==> config.mk <==
export PLATFORM = sky130hd
export DESIGN_NAME = hierarchical_tree_lock_unit
export DESIGN_NICKNAME = d
export VERILOG_FILES = /design/src/rtl/core/htl_pkg.sv /design/src/rtl/core/htl_dpath.sv /design/src/rtl/core/htl_ctrl.sv /design/src/rtl/core/hierarchical_tree_lock_unit.sv
export SDC_FILE = /design/constraint.sdc
export NUM_CORES = 1
export LEC_CHECK = 0
export CAP_MARGIN = 40
export CORE_MARGIN = 1
export CORE_UTILIZATION = 44
export CTS_BUF_LIST = sky130_fd_sc_hd__clkbuf_8
export CTS_CLUSTER_DIAMETER = 200
export CTS_CLUSTER_SIZE = 25
export DETAILED_ROUTE_END_ITERATION = 8
export DONT_BUFFER_PORTS = 1
export GPL_TIMING_DRIVEN = 0
export SYNTH_ARGS = -nofsm -noshare
export SYNTH_HDL_FRONTEND = slang
export SYNTH_SLANG_ARGS = --single-unit
==> constraint.sdc <==
create_clock -name clk -period 3.29 [get_ports clk]
set_clock_uncertainty 0.15 [all_clocks]
set_input_delay 0.987 -clock clk [delete_from_list [all_inputs] [get_ports clk]]
set_output_delay 0.987 -clock clk [all_outputs]
set_load 0.01 [all_outputs]
==> src/rtl/core/htl_pkg.sv <==
// package for the tree lock unit: field widths, mode codes, control structs
`default_nettype none

package htl_pkg;

	// fixed field widths
	localparam int MODE_W     = 2;
	localparam int NODE_W     = 5;
	localparam int COUNT_W    = 5;

	// default number of tree levels
	localparam int TREE_DEPTH_DEF = 5;

	// request modes
	localparam logic [MODE_W-1:0] MODE_QUERY  = 2'd0;
	localparam logic [MODE_W-1:0] MODE_LOCK   = 2'd1;
	localparam logic [MODE_W-1:0] MODE_UNLOCK = 2'd2;

	// commands from controller to datapath
	typedef struct packed {
		logic load;     // take a request from the ports
		logic capture;  // read the named node's entry
		logic check;    // read one ancestor's lock bit
		logic set;      // write the named node's lock bit
		logic adjust;   // update one ancestor's count
		logic finish;   // register the result
	} htl_cmd_t;

	// status from datapath to controller
	typedef struct packed {
		logic in_valid;     // node on the input port is in the tree
		logic parent_zero;  // current address has no parent
		logic upd;          // request passes and changes the tree
		logic node_root;    // named node is the root
	} htl_stat_t;

endpackage

`default_nettype wire

==> src/rtl/core/htl_dpath.sv <==
// datapath of the tree lock unit: node storage, ancestor walk, result registers
`default_nettype none

module htl_dpath #(
	parameter int TREE_DEPTH = htl_pkg::TREE_DEPTH_DEF
) (
	input  wire                          clk,
	input  wire                          arst_n,
	input  wire [htl_pkg::MODE_W-1:0]    mode,
	input  wire [htl_pkg::NODE_W-1:0]    node_index,
	input  htl_pkg::htl_cmd_t            cmd,
	output htl_pkg::htl_stat_t           stat,
	output logic                         success,
	output logic                         node_locked,
	output logic                         done
);
	import htl_pkg::*;

	// reachable nodes are limited by the node field width
	localparam int FullNum = (1 << TREE_DEPTH) - 1;
	localparam int MaxNum  = (1 << NODE_W) - 1;
	localparam int NodeNum = (FullNum > MaxNum) ? MaxNum : FullNum;
	localparam int NodeCnt = NodeNum + 1;
	localparam int AW      = $clog2(NodeCnt);
	localparam logic [NODE_W-1:0] NodeMax = NODE_W'(NodeNum);

	logic               lock_q [NodeCnt];
	logic [COUNT_W-1:0] cnt_q  [NodeCnt];

	logic [AW-1:0]     addr_q;
	logic [AW-1:0]     node_q;
	logic [MODE_W-1:0] mode_q;
	logic              valid_q;
	logic              node_lock_q;
	logic              node_free_q;
	logic              anc_lock_q;
	logic              done_q;
	logic              success_q;
	logic              locked_q;

	logic               rd_lock;
	logic [COUNT_W-1:0] rd_cnt;
	logic               free_path;
	logic               upd;
	logic               succ;

	// single read port at the walk address
	assign rd_lock = lock_q[addr_q];
	assign rd_cnt  = cnt_q[addr_q];

	// pass/fail decision
	always_comb begin
		free_path = node_free_q && !anc_lock_q;
		upd = free_path && (((mode_q == MODE_LOCK) && !node_lock_q) ||
			((mode_q == MODE_UNLOCK) && node_lock_q));
		succ = upd || (mode_q == MODE_QUERY);
	end

	// status to the controller
	always_comb begin
		stat.in_valid    = (node_index != '0) && (node_index <= NodeMax);
		stat.parent_zero = (addr_q >> 1) == '0;
		stat.upd         = upd;
		stat.node_root   = node_q == AW'(1);
	end

	// request registers and ancestor walk
	always_ff @(posedge clk) begin
		if (cmd.load) begin
			node_q  <= node_index[AW-1:0];
			addr_q  <= node_index[AW-1:0];
			mode_q  <= mode;
			valid_q <= stat.in_valid;
		end
		if (cmd.capture) begin
			node_lock_q <= rd_lock;
			node_free_q <= rd_cnt == '0;
			anc_lock_q  <= 1'b0;
			addr_q      <= addr_q >> 1;
		end
		if (cmd.check) begin
			anc_lock_q <= anc_lock_q | rd_lock;
			addr_q     <= addr_q >> 1;
		end
		if (cmd.set) begin
			addr_q <= node_q >> 1;
		end
		if (cmd.adjust) begin
			addr_q <= addr_q >> 1;
		end
		if (cmd.finish) begin
			success_q <= valid_q && succ;
			locked_q  <= valid_q && (node_lock_q ^ upd);
		end
	end

	// node storage: lock bits and locked-descendant counts
	always_ff @(posedge clk or negedge arst_n) begin
		if (!arst_n) begin
			for (int i = 0; i < NodeCnt; i++) begin
				lock_q[i] <= 1'b0;
				cnt_q[i]  <= '0;
			end
		end else begin
			if (cmd.set && upd) begin
				lock_q[node_q] <= mode_q == MODE_LOCK;
			end
			if (cmd.adjust) begin
				if (mode_q == MODE_LOCK) begin
					cnt_q[addr_q] <= rd_cnt + COUNT_W'(1);
				end else if (rd_cnt != '0) begin
					cnt_q[addr_q] <= rd_cnt - COUNT_W'(1);
				end
			end
		end
	end

	// result strobe
	always_ff @(posedge clk or negedge arst_n) begin
		if (!arst_n) begin
			done_q <= 1'b0;
		end else begin
			done_q <= cmd.finish;
		end
	end

	assign success     = success_q;
	assign node_locked = locked_q;
	assign done        = done_q;

endmodule

`default_nettype wire

==> src/rtl/core/htl_ctrl.sv <==
// controller of the tree lock unit: sequences check and update walks
`default_nettype none

module htl_ctrl (
	input  wire                 clk,
	input  wire                 arst_n,
	input  wire                 start,
	input  htl_pkg::htl_stat_t  stat,
	output htl_pkg::htl_cmd_t   cmd,
	output logic                busy
);
	import htl_pkg::*;

	localparam logic [2:0] S_IDLE  = 3'd0;
	localparam logic [2:0] S_READ  = 3'd1;
	localparam logic [2:0] S_CHECK = 3'd2;
	localparam logic [2:0] S_SET   = 3'd3;
	localparam logic [2:0] S_ADJ   = 3'd4;
	localparam logic [2:0] S_FIN   = 3'd5;

	logic [2:0] state_q;
	logic [2:0] state_d;

	// next state and commands
	always_comb begin
		state_d = state_q;
		cmd     = '0;
		case (state_q)
			S_IDLE: begin
				if (start) begin
					cmd.load = 1'b1;
					state_d  = stat.in_valid ? S_READ : S_FIN;
				end
			end
			S_READ: begin
				cmd.capture = 1'b1;
				state_d     = stat.parent_zero ? S_SET : S_CHECK;
			end
			S_CHECK: begin
				cmd.check = 1'b1;
				if (stat.parent_zero) begin
					state_d = S_SET;
				end
			end
			S_SET: begin
				cmd.set = 1'b1;
				state_d = (stat.upd && !stat.node_root) ? S_ADJ : S_FIN;
			end
			S_ADJ: begin
				cmd.adjust = 1'b1;
				if (stat.parent_zero) begin
					state_d = S_FIN;
				end
			end
			S_FIN: begin
				cmd.finish = 1'b1;
				state_d    = S_IDLE;
			end
			default: begin
				state_d = S_IDLE;
			end
		endcase
	end

	// state register
	always_ff @(posedge clk or negedge arst_n) begin
		if (!arst_n) begin
			state_q <= S_IDLE;
		end else begin
			state_q <= state_d;
		end
	end

	assign busy = state_q != S_IDLE;

endmodule

`default_nettype wire

==> src/rtl/core/hierarchical_tree_lock_unit.sv <==
// top level of the tree lock unit: controller plus datapath
//
//  channel   signals                      transfer when
//  request   start, mode, node_index      start high and busy low
//  result    done, success, node_locked   done high (one cycle, no back-pressure)
//
// the unit reads the node's entry and checks each ancestor's lock bit; if a lock
// or unlock succeeds it writes the node's lock bit and updates each ancestor's
// count. the ancestor walk reads or writes one level per cycle through a single
// port on the node storage. an invalid node goes straight to the result. busy
// stays high until the result cycle, so a new request can be taken while a
// result is shown. reset clears all lock bits and counts at once.
`default_nettype none

module hierarchical_tree_lock_unit #(
	parameter int TREE_DEPTH = htl_pkg::TREE_DEPTH_DEF
) (
	input  wire                        clk,
	input  wire                        arst_n,
	input  wire                        start,
	output logic                       busy,
	input  wire [htl_pkg::MODE_W-1:0]  mode,
	input  wire [htl_pkg::NODE_W-1:0]  node_index,
	output logic                       done,
	output logic                       success,
	output logic                       node_locked
);
	import htl_pkg::*;

	htl_cmd_t  cmd;
	htl_stat_t stat;

	// sequencer
	htl_ctrl u_ctrl (
		.clk    (clk),
		.arst_n (arst_n),
		.start  (start),
		.stat   (stat),
		.cmd    (cmd),
		.busy   (busy)
	);

	// storage and walk logic
	htl_dpath #(
		.TREE_DEPTH (TREE_DEPTH)
	) u_dpath (
		.clk         (clk),
		.arst_n      (arst_n),
		.mode        (mode),
		.node_index  (node_index),
		.cmd         (cmd),
		.stat        (stat),
		.success     (success),
		.node_locked (node_locked),
		.done        (done)
	);

endmodule

`default_nettype wire

# --- Word level (Yosys, flattened, before mapping) ---
# Index checks and enable logic that the tools add are counted.
word_totals:
  register_bits: 214
  latch_bits: 0
  ram_bits: 0
  mem_bits_ro: 0
  inputBits: 10
  out_inout_bits: 4
  elab_cells: 163
  memories: 0
op_classes:
  n_addsub: 2
  multipliers: 0
  div: 0
  n_lt_le_gt_ge: 5
  n_eq_ne: 11
  shift: 0
  mux: 36
  bitwise_logic: 4
  n_reduce_logical: 29
ops:
  columns: ["cell", "count"]
  rows:
  - ["$bwmux W160", 2]
  - ["$mux W160", 2]
  - ["$bwmux W32", 1]
  - ["$bmux W5 S5", 1]
  - ["$demux W5 S5", 1]
  - ["$mux W4", 5]
  - ["$mux W5", 3]
  - ["$pmux W3 S5", 1]
  - ["$reduce_bool A5 Y1", 3]
  - ["$mux W1", 14]
  - ["$ge A6 B6 Y1 const B", 2]
  - ["$lt A6 B1 Y1 const B", 2]
  - ["$mux W3", 4]
  - ["$not A5 Y6", 2]
  - ["$logic_and A1 B1 Y1", 11]
  - ["$logic_not A5 Y1", 2]
  - ["$eq A3 B2 Y1 const B", 2]
  - ["$eq A3 B3 Y1 const B", 2]
  - ["$add A5 B1 Y5 const B", 1]
  - ["$bmux W1 S5", 1]
  - ["$demux W1 S5", 1]
  - ["$eq A5 B1 Y1 const B", 1]
  - ["$le A5 B5 Y1 const B", 1]
  - ["$sub A5 B1 Y5 const B", 1]
  - ["16 further kinds", 21]

# --- Depth between registers and ports, before layout ---
# Gate-level depths: netlist of the first run.
depth:
  word_depth: 8
  depth_mapped: 16
  mapped_depth_nobuf: 11

# --- By module ---
# A second synthesis of the first run with hierarchy kept.
hier_totals:
  hier_cells: 1175
  area_unflattened_um2: 12056.6
by_module_without_submodules:
  columns: ["mod", "instances", "cells_per_inst", "area_per_inst_um2", "seq_area_each_um2"]
  rows:
  - ["htl_dpath", 1, 1149, 11808.8, 5360.1]
  - ["htl_ctrl", 1, 26, 247.7, 75.1]

# --- Worst setup path after synthesis of the first run ---
# OpenSTA, ideal clock, no wires.
synth_path:
  kind: "flip-flop to flip-flop"
  from: "reg u_dpath.addr_q[2]"
  to: "reg (tool-made name)"
  setup_ns: 0.125
  arrival_ns: 3.273
  slack_ns: -0.257
  stages_incl_launch_ff: 16
  path_buffers: 6
  cell_sequence: "edfxtp_1 buf_2 buf_4 nand4_1 o22ai_1 or4_1 nor2_1 buf_2 clkbuf_1 ha_1 nand2_1 or3_1 buf_4 buf_6 nand2_2 mux2_2"
synth_lines:
  columns: ["element", "line_no", "rtl"]
  rows:
  - ["start, declared", "htl_dpath.sv:30", "logic [AW-1:0] addr_q;"]
  - ["start signal, assigned", "htl_dpath.sv:71", "addr_q <= node_index[AW-1:0];"]
  - ["start signal, assigned", "htl_dpath.sv:79", "addr_q <= addr_q >> 1;"]
  - ["start signal, assigned", "htl_dpath.sv:83", "addr_q <= addr_q >> 1;"]

# --- Worst setup path in the final report of the first run ---
layout_path:
  from: "reg u_dpath.addr_q[1]"
  to: "reg u_dpath.cnt_q[127] (netlist name)"
layout_between:
  elab_chain_cells: 8
  word_cells_on_any_way: 18
  classes_between: "add/sub (2); order compare (2); mux (9); bitwise (1); reduce/logical (4)"
layout_rtl:
  columns: ["element", "line_no", "rtl"]
  rows:
  - ["$not A5 Y6 (not written as such) *", "htl_dpath.sv:49, htl_dpath.sv:110, htl_dpath.sv:112", null]
  - ["$bmux W5 S5, or another cell as far along", "htl_dpath.sv:49", "assign rd_cnt = cnt_q[addr_q];"]
  - ["$mux W5 (not written as such) or $logic_and A1 B1 Y1 (tied branches)", "htl_dpath.sv:49, htl_dpath.sv:110, htl_dpath.sv:112", null]
  - ["$mux W5, on equally long branches", "htl_dpath.sv:49, htl_dpath.sv:110, htl_dpath.sv:112", null]
  - ["$sub A5 B1 Y5 or $demux W5 S5 (tied branches)", "htl_dpath.sv:112, htl_dpath.sv:110", null]
  - ["$bwmux W160", "htl_dpath.sv:112", "cnt_q[addr_q] <= rd_cnt - COUNT_W'(1);"]
  - ["$mux W160", "htl_dpath.sv:111", "end else if (rd_cnt != '0) begin"]
  - ["$mux W160", "htl_dpath.sv:109", "if (mode_q == MODE_LOCK) begin"]
  - ["end signal, assigned by index", "htl_dpath.sv:110", "cnt_q[addr_q] <= rd_cnt + COUNT_W'(1);"]
  - ["end signal, assigned by index", "htl_dpath.sv:112", null]
  - ["end, declared", "htl_dpath.sv:28", "logic [COUNT_W-1:0] cnt_q [NodeCnt];"]
# Every way passes the cells marked *; elsewhere a longest branch is shown, timed or not. The select of a mux whose other input is x is not followed.
# A chain may end at the register's enable or synchronous reset.

==> metrics, run 1 <==
status finished with violations; failing checks negative hold slack, negative setup slack; via count 9098; Async S/R FF share, synth 0.916; Antenna diodes 0; Synth Area in XOR/XNOR 0.00381; initial core utilization 0.452; clock slew at reported path FFs 160 ps; Non-Filler Cell Area, Final 14100 sq um; reg-to-reg critical path endpoint u_dpath.cnt_q[127]; DR WL met3 2730 um; post-route antenna net violation count 0; register bit total from synthesis 214; Cell Area, Placed 12000 sq um; # port buffers 0; CP arrival 3880 ps; CTS tree yes; Netlist cell types 57; top_reg_cell synth dfrtp_1; syn_area_per_cell 11.0 sq um; CP Launch Type register; Min Clock Period, post-route 3610 ps; overall power 13500 uW; Sink Count 214; WL met1 15400 um; DIE HEIGHT 164 um; Sw Ratio 0.452; # fillers 2146; Comb pwr share 0.647; HP Class primary input to async pin; worst hold margin -29.3 ps; cell taking the most area after synthesis dfrtp_1; top cells by area, synth dfrtp_1, mux2i_1, mux2_2, edfxtp_1, mux2_1; EDFF count, synth 17; Storage cell area 5440 sq um; global placement routability congestion 0.931; vias in the first global route 8858; synth-to-layout area growth 22.8%; # setup viols final 159; largest net degree at the start of global routing 197; clk_lat worst skew 540 ps; Data required, critical path 3560 ps; max_slew headroom 0.325; fin worst setup slack -317 ps; nets 1140; Post-Syn Nets 1052; first-pass GRT wire length 54300 um; Final period util 1.10; Lkg Pwr 0.00624 uW; worst-path fanout max 10; drt drc 0; Syn Inst Count 1040; Max Used Layer met4; Die X 164 um; clock buffer depth 3; fmax 0.277 GHz; Root Driver clkbuf_8; Mapped Area 11500 sq um; met2 WL post-DR 16400 um; antenna violations before repair 0; share of layout cells above drive strength 1 0.375; Worst Tran Pin Value 1010 ps; sequential share of power 0.261; Final Max Tran Viols 0; Hold Vio Cnt, Final 28; Psw 6080 uW; Pre-antenna DRT Iters 6; die area 26800 sq um; Synth Area in Adders 0.00218; R2R setup slack -320 ps; Ys Warns 0; RSZ-0062 raised after global routing yes; Worst R2R Start u_dpath.addr_q[1]; Max-Cap Viols 0; Core Rows 58; largest family of logic cells by synthesized area multiplexers; GRT Overall Usage 0.270; drt initial violations 843; Pint 7380 uW; WL/cell 24.9 um; complex-gate fraction of the synthesized area 0.0995; simple-gate share of the synthesized area 0.168; sequential area share after synthesis 0.473; Vias/cell 6.23; count leader, synth dfrtp_1; Max VDD drop 0.876 mV; grt ovf 0; multi-input logic area 6570 sq um; Clock power frac 0.092; Commonest cells post-synth dfrtp_1, nand2_1, a21oi_1; post-synth top area share 0.427; Critical Setup Path Class register to register; clock buffer count from CTS 12; core area 25400 sq um; Worst setup EP type register; DP HPWL 23500 um; PD cells 954 nW/um^2; final WL 36400 um; CTS HTree Levels 1; cells on worst reg2reg path 12; IO Count 14; mux cell area share after synthesis 0.208
[per-layer routing]
metal	track usage	vias up
met4	0.101	0
met3	0.0500	106
met5	0	-
met1	0.371	4597
met2	0.423	393
li1	-	4002
[worst max path at each step]
stage,to,depth (start not counted),from
5_1_grt,u_dpath.cnt_q[158],13,u_dpath.addr_q[1]
3_5_place_dp,u_dpath.cnt_q[62],12,u_dpath.addr_q[2]
6_report,u_dpath.cnt_q[127],12,u_dpath.addr_q[1]
2_1_floorplan,register,15,u_dpath.addr_q[2]
4_1_cts,u_dpath.cnt_q[142],15,u_dpath.addr_q[2]
3_3_place_gp,u_dpath.cnt_q[62],12,u_dpath.addr_q[2]
[critical path: stages (launching register included)]
cell       delay (ps)
edfxtp_1          370
buf_6             160
buf_12            190
buf_4             290
mux2i_1           330
o22ai_1           150
nor4_2            390
nand4_2           280
or3_1             460
buf_6             170
clkbuf_16         170
nand2_8            70
mux2_4            300
[metrics by stage]
step	hold slack, ps	worst slack [ps]	instances	utilization	setup TNS, ps
CTS	-45.8	-236	1433	0.525	-24090
finish	-29.3	-317	1460	0.555	-34220
global placement	317	-915	1370	0.473	-119110
floorplan	293	-20.5	1040	-	-167
detailed placement	321	-916	1372	0.473	-112140
global route	-64.2	-385	1460	0.555	-43400
[cell type report]
cell class,count,area share
Buffer,82,0.0511
Clock buffer,13,0.0127
Clock inverter,3,0.00168
Inverter,6,0.00160
Multi-Input combinational cell,737,0.466
Sequential cell,214,0.386
Tap cell,330,0.0293
Timing Repair Buffer,75,0.0523
[what timing repair did]
| item | 4_1_cts | 5_1_grt |
|---|---|---|
| resized for setup | 167 | 118 |
| setup buffers | 42 | 31 |
| endpoints found under the hold margin | 196 | 196 |
| pin swaps | 41 | 16 |
| gates cloned | 3 | 4 |
| setup endpoints to repair | 163 | 169 |
[layout by cell type (no fill, tap or decap), types with 31 or more instances in the layout]
master and count:
nor2_1 46, o22ai_1 42, dfrtp_1 196, mux2i_1 72, a21oi_1 55, mux2_4 66
nand2_1 108, buf_4 55, mux2_2 45, a21oi_2 31, buf_6 32
[power by group through the flow]
stage | logic (uW) | registers [uW] | clock network, uW
3_3_place_gp | 5570 | 3490 | 0
2_1_floorplan | 4070 | 3420 | 0
4_1_cts | 7160 | 3470 | 1270
3_5_place_dp | 5570 | 3500 | 0
6_report | 8710 | 3510 | 1240
5_1_grt | 9020 | 3570 | 1350
[cells by family (layout without fill, tap and decap cells)]
group | count (synthesis) | count (layout)
muxes | 209 | 209
DFF | 214 | 214
xor gates and xnor gates | 5 | 5
AOI/OAI and AO/OA | 189 | 189
buffers and inverters | 89 | 179
adders and majority gates | 2 | 2
and+or+nand+nor | 332 | 332
Note: power is estimated with default switching activity, not from simulation.
==> inputs of run 2 (changes only) <==
--- a/config.mk
+++ b/config.mk
@@ -7,7 +7,7 @@
 export LEC_CHECK = 0
 export CAP_MARGIN = 40
 export CORE_MARGIN = 1
-export CORE_UTILIZATION = 44
+export CORE_UTILIZATION = 45
 export CTS_BUF_LIST = sky130_fd_sc_hd__clkbuf_8
 export CTS_CLUSTER_DIAMETER = 200
 export CTS_CLUSTER_SIZE = 25
@@ -16,4 +16,5 @@
 export GPL_TIMING_DRIVEN = 0
 export SYNTH_ARGS = -nofsm -noshare
 export SYNTH_HDL_FRONTEND = slang
+export SYNTH_HIERARCHICAL = 1
 export SYNTH_SLANG_ARGS = --single-unit
==> constraint.sdc (replaced) <==
create_clock -name clk -period 4.3 [get_ports clk]
set_clock_uncertainty 0.15 [all_clocks]
set_input_delay 1.29 -clock clk [delete_from_list [all_inputs] [get_ports clk]]
set_output_delay 1.29 -clock clk [all_outputs]
set_load 0.01 [all_outputs]
==> metrics, run 2 <==
clk_lat worst skew 540 ps (about the same); largest family of logic cells by synthesized area simple AND/OR/NAND/NOR gates; DIE HEIGHT 166 um (+1.3%); Synth Area in Adders 0.00311 (+0.000935); grt ovf 0 (unchanged); Comb pwr share 0.573 (-0.074); Mapped Area 12100 sq um (+4.9%); global placement routability congestion 0.937 (+0.66%); CTS tree yes; Worst setup EP type register; post-synth top area share 0.407 (-0.0201); Hold Vio Cnt, Final 0 (-100%); top cells by area, synth dfrtp_1, mux2_1, mux2i_1, edfxtp_1, a21oi_1; mux cell area share after synthesis 0.179 (-0.0292); placed instance count 1518 (+11%); Max VDD drop 0.430 mV (-51%); critical path cell sequence buf_2 -> nor2b_1 -> nor3b_1 -> a222oi_1 -> and4_1 -> buf_2 -> clkbuf_2 -> ha_1 -> nand2_1 -> a21boi_0 -> xnor2_2 -> clkbuf_1 -> mux2_1; largest net degree at the start of global routing 197 (unchanged); synth-to-layout area growth 6.13%; Netlist cell types 65 (+14%); # port buffers 0 (unchanged); Commonest cells post-synth dfrtp_1, nand2_1, a21oi_1; top_reg_cell synth dfrtp_1; Vias/cell 6.34 (+1.8%); die area 27500 sq um (+2.6%); CP arrival 4510 ps (+630 ps); max incr delay on CP 600 ps (+140 ps); via count 9747 (+7.1%); Min Clock Period, post-route 4220 ps (+616 ps); IO Count 14 (unchanged); Layout Utilization 0.488 (-0.0672); Core Rows 59 (+1.7%); Final TNS setup 0 ps (+34220 ps); GRT Overall Usage 0.274 (+0.00381); clock slew at reported path FFs 160 ps (about the same); count leader, synth dfrtp_1; Synth Area in XOR/XNOR 0.00145 (-0.00236); Ys Warns 6 (+6); sequential area share after synthesis 0.451 (-0.0223); Post-CTS Hold Buffers 0; final WL 37600 um (+3.5%); Syn Inst Count 1175 (+13%); nets 1213 (+6.4%); Non-Filler Cell Area, Final 12800 sq um (-9.3%); post-route antenna net violation count 0 (unchanged); vias in the first global route 9478 (+7.0%); share of layout cells above drive strength 1 0.128 (-0.247); most frequent cells in the layout dfrtp_1, nand2_1, a21oi_1; RSZ-0062 raised after global routing no; PD cells 662 nW/um^2 (-31%); clock buffer count from CTS 12 (unchanged); Pre-antenna DRT Iters 5 (-1); status finished, final reports clean; Final Max Tran Viols 0 (unchanged); complex-gate fraction of the synthesized area 0.127 (+0.0275); Critical Setup Path Class register to register; WL/cell 24.5 um (-1.7%); Final period util 0.982 (-0.114); HP Class primary input to async pin; Die X 166 um (+1.3%); worst hold margin 277 ps (+307 ps); Antenna diodes 0 (unchanged); worst-path fanout max 11 (+1); CP most frequent cell buf_2; first-pass GRT wire length 57700 um (+6.3%); Psw 4310 uW (-29%); core area 26200 sq um (+3.2%); critical path's slowest cell nor3b_1; CP Launch Type register; Async S/R FF share, synth 0.916 (unchanged); Clock power frac 0.112 (+0.020); drt drc 0 (unchanged); Pint 4150 uW (-44%); fmax 0.237 GHz (-15%); Worst Tran Pin Value 972 ps (-36.2 ps); Post-Syn Nets 1188 (+13%); drt initial violations 967 (+15%); antenna violations before repair 0 (unchanged); EDFF count, synth 17 (unchanged); clock buffer depth 3 (unchanged); Post-Layout Cell Count 1537 (+5.3%); initial core utilization 0.460 (+0.00775); Sink Count 214 (unchanged); simple-gate share of the synthesized area 0.192 (+0.0241); commonest non-fill, non-tap cell in the layout dfrtp_1; DP HPWL 26300 um (+12%); cell taking the most area after synthesis dfrtp_1; Lkg Pwr 0.00580 uW (-7.1%); syn_area_per_cell 10.3 sq um (-7.1%); Cell Area, Placed 12500 sq um (+4.2%); CTS HTree Levels 1 (unchanged); Root Driver clkbuf_8; Data required, critical path 4580 ps (+1020 ps); # setup viols final 0 (-100%); max_slew headroom 0.350 (+0.0242); Sw Ratio 0.510 (+0.0581); register bit total from synthesis 214 (unchanged); Max-Cap Viols 0 (unchanged); sequential share of power 0.314 (+0.053)
## run 2: changes by cell type in the layout (fill, tap and decap cells not counted), moves of 28 or more
cell	before	now
nand2_2	3	31
o211a_1	1	32
nor3_1	29	68
mux2_4	66	1
mux2_2	45	9
nor4_1	24	67
a21oi_2	31	0
buf_4	55	16
a21oi_1	55	99
mux2_1	7	98
## run 2: layout make-up
type                    instances  area (sq um)
repair buffers                 12          82.6
fillers                      2461         13400
multi-input cells             853          6090
clock buffers                  13           179
flip-flops and latches        214          5440
clock inverters                 3          23.8
well taps                     335           419
inverters                       4          16.3
plain buffers                 103           554
## run 2: power by group through the flow
| stage | sequential (uW) | clock, uW | combinational (uW) |
|---|---|---|---|
| after CTS | 2650 | 987 | 4700 |
| after detailed placement | 2690 | 0 | 4630 |
| after floorplan | 2620 | 0 | 3200 |
| after global routing | 2700 | 1040 | 5070 |
| after global placement | 2680 | 0 | 4570 |
| final | 2660 | 951 | 4850 |
## run 2: stage by stage
stage / total power (uW) / setup slack, ps
6_report: 8470 / 76.9
2_1_floorplan: 5830 / 915
5_1_grt: 8800 / 18.0
3_5_place_dp: 7330 / -66.8
3_3_place_gp: 7250 / -62.0
4_1_cts: 8340 / 43.4
## run 2: kinds of logic (layout without fill, tap and decap cells)
family	count (synthesis)	after routing
flip-flops	214	214
buffers and inverters	108	135
multiplexers	185	185
AND/OR/NAND/NOR	422	422
AO/OA/AOI/OAI	241	241
adder cells (fa/ha/maj)	3	3
XOR/XNOR	2	2
## run 2: per-layer routing
metal	track usage	vias up	part of all wire
li1	-	4391	-
met1	0.388	4842	0.44
met2	0.422	436	0.45
met3	0.0502	78	0.078
met4	0.0926	0	0.035
met5	0	-	0
## run 2: path summary, 6_finish.rpt
path | from | end | slack [ps] | depth (start not counted)
worst max-delay path | u_dpath/addr_q[2] | u_dpath/cnt_q[132] | 80 | 13
worst max register to register | u_dpath/addr_q[2] | u_dpath/cnt_q[132] | 80 | 13
worst min-delay path | arst_n | u_dpath/cnt_q[107] | 280 | 0
worst min register to register | u_dpath/cnt_q[102] | u_dpath/cnt_q[102] | 360 | 1
max in group asynchronous | arst_n | u_dpath/lock_q[13] | 3270 | 0
min in group clk | u_dpath/cnt_q[102] | u_dpath/cnt_q[102] | 360 | 1
## run 2: worst max-delay path: cells and delay by family (launching register included)
family	cells	cell delay, ps
xor+xnor	1	190
buf+inv	4	920
fa+ha+maj	1	240
mux	1	360
flops	1	450
simple gates	4	1230
compound gates	2	590
## run 2: timing repair
item,4_1_cts,5_1_grt
setup buffers,2,2
gates resized for setup,2,13
pin swaps,1,1
setup endpoints to repair,56,160
==> inputs of run 3 (changes only) <==
==> constraint.sdc (replaced) <==
create_clock -name clk -period 5.1 [get_ports clk]
set_clock_uncertainty 0.15 [all_clocks]
set_input_delay 1.53 -clock clk [delete_from_list [all_inputs] [get_ports clk]]
set_output_delay 1.53 -clock clk [all_outputs]
set_load 0.01 [all_outputs]
==> metrics, run 3 (synthesis results as in run 2) <==
status finished, final reports clean; Worst R2R Start u_dpath/addr_q[0]; drt drc 0 (unchanged); synth-to-layout area growth 5.59%; DP HPWL 26300 um (unchanged); via count 9697 (-0.51%); IO Count 14 (unchanged); largest net degree at the start of global routing 197 (unchanged); drt initial violations 1035 (+7.0%); Min Clock Period, post-route 4570 ps (+346 ps); final WL 37500 um (-0.33%); Root Driver clkbuf_8; RSZ-0062 raised after global routing no; core area 26200 sq um (unchanged); CTS HTree Levels 1 (unchanged); Critical Setup Path Class register to register; Worst Tran Pin Value 983 ps (+11.0 ps); nets 1210 (-0.25%); R2R setup slack 530 ps (+450 ps); Worst setup EP type register; Core Rows 59 (unchanged); worst-path fanout max 11 (unchanged); Lkg Pwr 0.00576 uW (-0.62%); Vias/cell 6.32 (-0.32%); fmax 0.219 GHz (-7.6%); HP Class register to register; cells on worst reg2reg path 13 (unchanged); vias in the first global route 9441 (-0.39%); Final Max Tran Viols 0 (unchanged); PD cells 553 nW/um^2 (-16%); die area 27500 sq um (unchanged); WL/cell 24.5 um (-0.14%); clock buffer count from CTS 12 (unchanged); Max-Cap Viols 0 (unchanged); Critical Path End u_dpath/cnt_q[149]; initial core utilization 0.460 (unchanged); Die X 166 um (unchanged); Final period util 0.896 (-0.0863); commonest non-fill, non-tap cell in the layout dfrtp_1; post-route antenna net violation count 0 (unchanged); Setup Fix Bufs, Post-CTS 0 (-2); Data required, critical path 5420 ps (+840 ps); global placement routability congestion 0.937 (unchanged); PostCTS Resize Cnt 0 (-2); # setup viols final 0 (unchanged); antenna violations before repair 0 (unchanged); first-pass GRT wire length 57700 um (about the same); reg-to-reg critical path endpoint u_dpath/cnt_q[149]; clock slew at reported path FFs 170 ps (about the same); Final TNS setup 0 ps (unchanged); Non-Filler Cell Area, Final 12700 sq um (-0.51%); most frequent cells in the layout dfrtp_1, nand2_1, a21oi_1; CP Launch Type register; share of layout cells above drive strength 1 0.119 (-0.00885); max_slew headroom 0.342 (-0.00734); Cell Area, Placed 12500 sq um (unchanged); GRT Overall Usage 0.273 (-0.000434); CP arrival 4890 ps (+380 ps); # port buffers 0 (unchanged); grt ovf 0 (unchanged); Max VDD drop 0.321 mV (-25%); origin of the worst setup path u_dpath/addr_q[0]; DIE HEIGHT 166 um (unchanged); Pre-antenna DRT Iters 5 (unchanged); Antenna diodes 0 (unchanged); clk_lat worst skew 540 ps (about the same); CTS tree yes; Hold Vio Cnt, Final 0 (unchanged); clock buffer depth 3 (unchanged); Post-CTS Hold Buffers 0 (unchanged); Sink Count 214 (unchanged)
## run 3: cell count changes in the layout (fill, tap and decap cells not counted), moves of 2 or more
cell      before  now
buf_4         16   14
buf_6         15   13
clkbuf_1      50   55
clkbuf_2       5    0
## run 3: critical path: stages (launching register included)
cell      delay (ps)
edfxtp_1         450
buf_2            320
nand4b_1         430
nor2_1           100
nor4_1           340
and4_1           230
buf_2            190
clkbuf_1         430
ha_1             290
nand2_1          100
nor4_4           580
clkbuf_1         540
nor4_1           130
nor3_1           230
## run 3: cell type report
| class | instances | area (sq um) |
|---|---|---|
| inverter | 4 | 16.3 |
| sequential | 214 | 5440 |
| clock buffer | 13 | 179 |
| timing repair buffer | 8 | 52.6 |
| tap | 335 | 419 |
| fill | 2468 | 13500 |
| clock inverter | 3 | 23.8 |
| multi-input combinational | 853 | 6060 |
| buffer | 104 | 546 |
## run 3: power by group
| part | leakage (uW) | internal (uW) | switching [uW] |
|---|---|---|---|
| combinational | 0.00277 | 1140 | 2850 |
| clock | 0.000111 | 242 | 559 |
| sequential | 0.00288 | 2050 | 190 |
| total | 0.00576 | 3440 | 3600 |
## run 3: worst min path at each step
stage                                 start                 to  cells after the start  slack (ps)
after floorplan                    register           register                      1         310
after global placement             register           register                      1         320
after detailed placement  u_dpath/cnt_q[71]  u_dpath/cnt_q[71]                      1         330
after CTS                 u_dpath/cnt_q[71]  u_dpath/cnt_q[71]                      1         360
after global routing               register           register                      1         370
final                     u_dpath/cnt_q[61]  u_dpath/cnt_q[61]                      1         360
## run 3: per-stage QoR
stage	setup WS, ps	hold WS [ps]	utilization	power (uW)	instances
2_1_floorplan	1710	307	-	4910	1175
3_3_place_gp	738	318	0.476	6110	1510
3_5_place_dp	733	328	0.478	6180	1518
4_1_cts	698	362	0.486	6980	1534
5_1_grt	363	371	0.486	7330	1534
6_report	531	358	0.486	7040	1534
## run 3: routing by layer
layer / part of all wire / global-route usage / up-vias / routed length [um]
met3: 0.079 / 0.0454 / 76 / 2970
met2: 0.45 / 0.422 / 433 / 16900
met1: 0.44 / 0.391 / 4811 / 16400
met4: 0.035 / 0.0886 / 0 / 1310
li1: - / - / 4377 / -
met5: 0 / 0 / - / 0
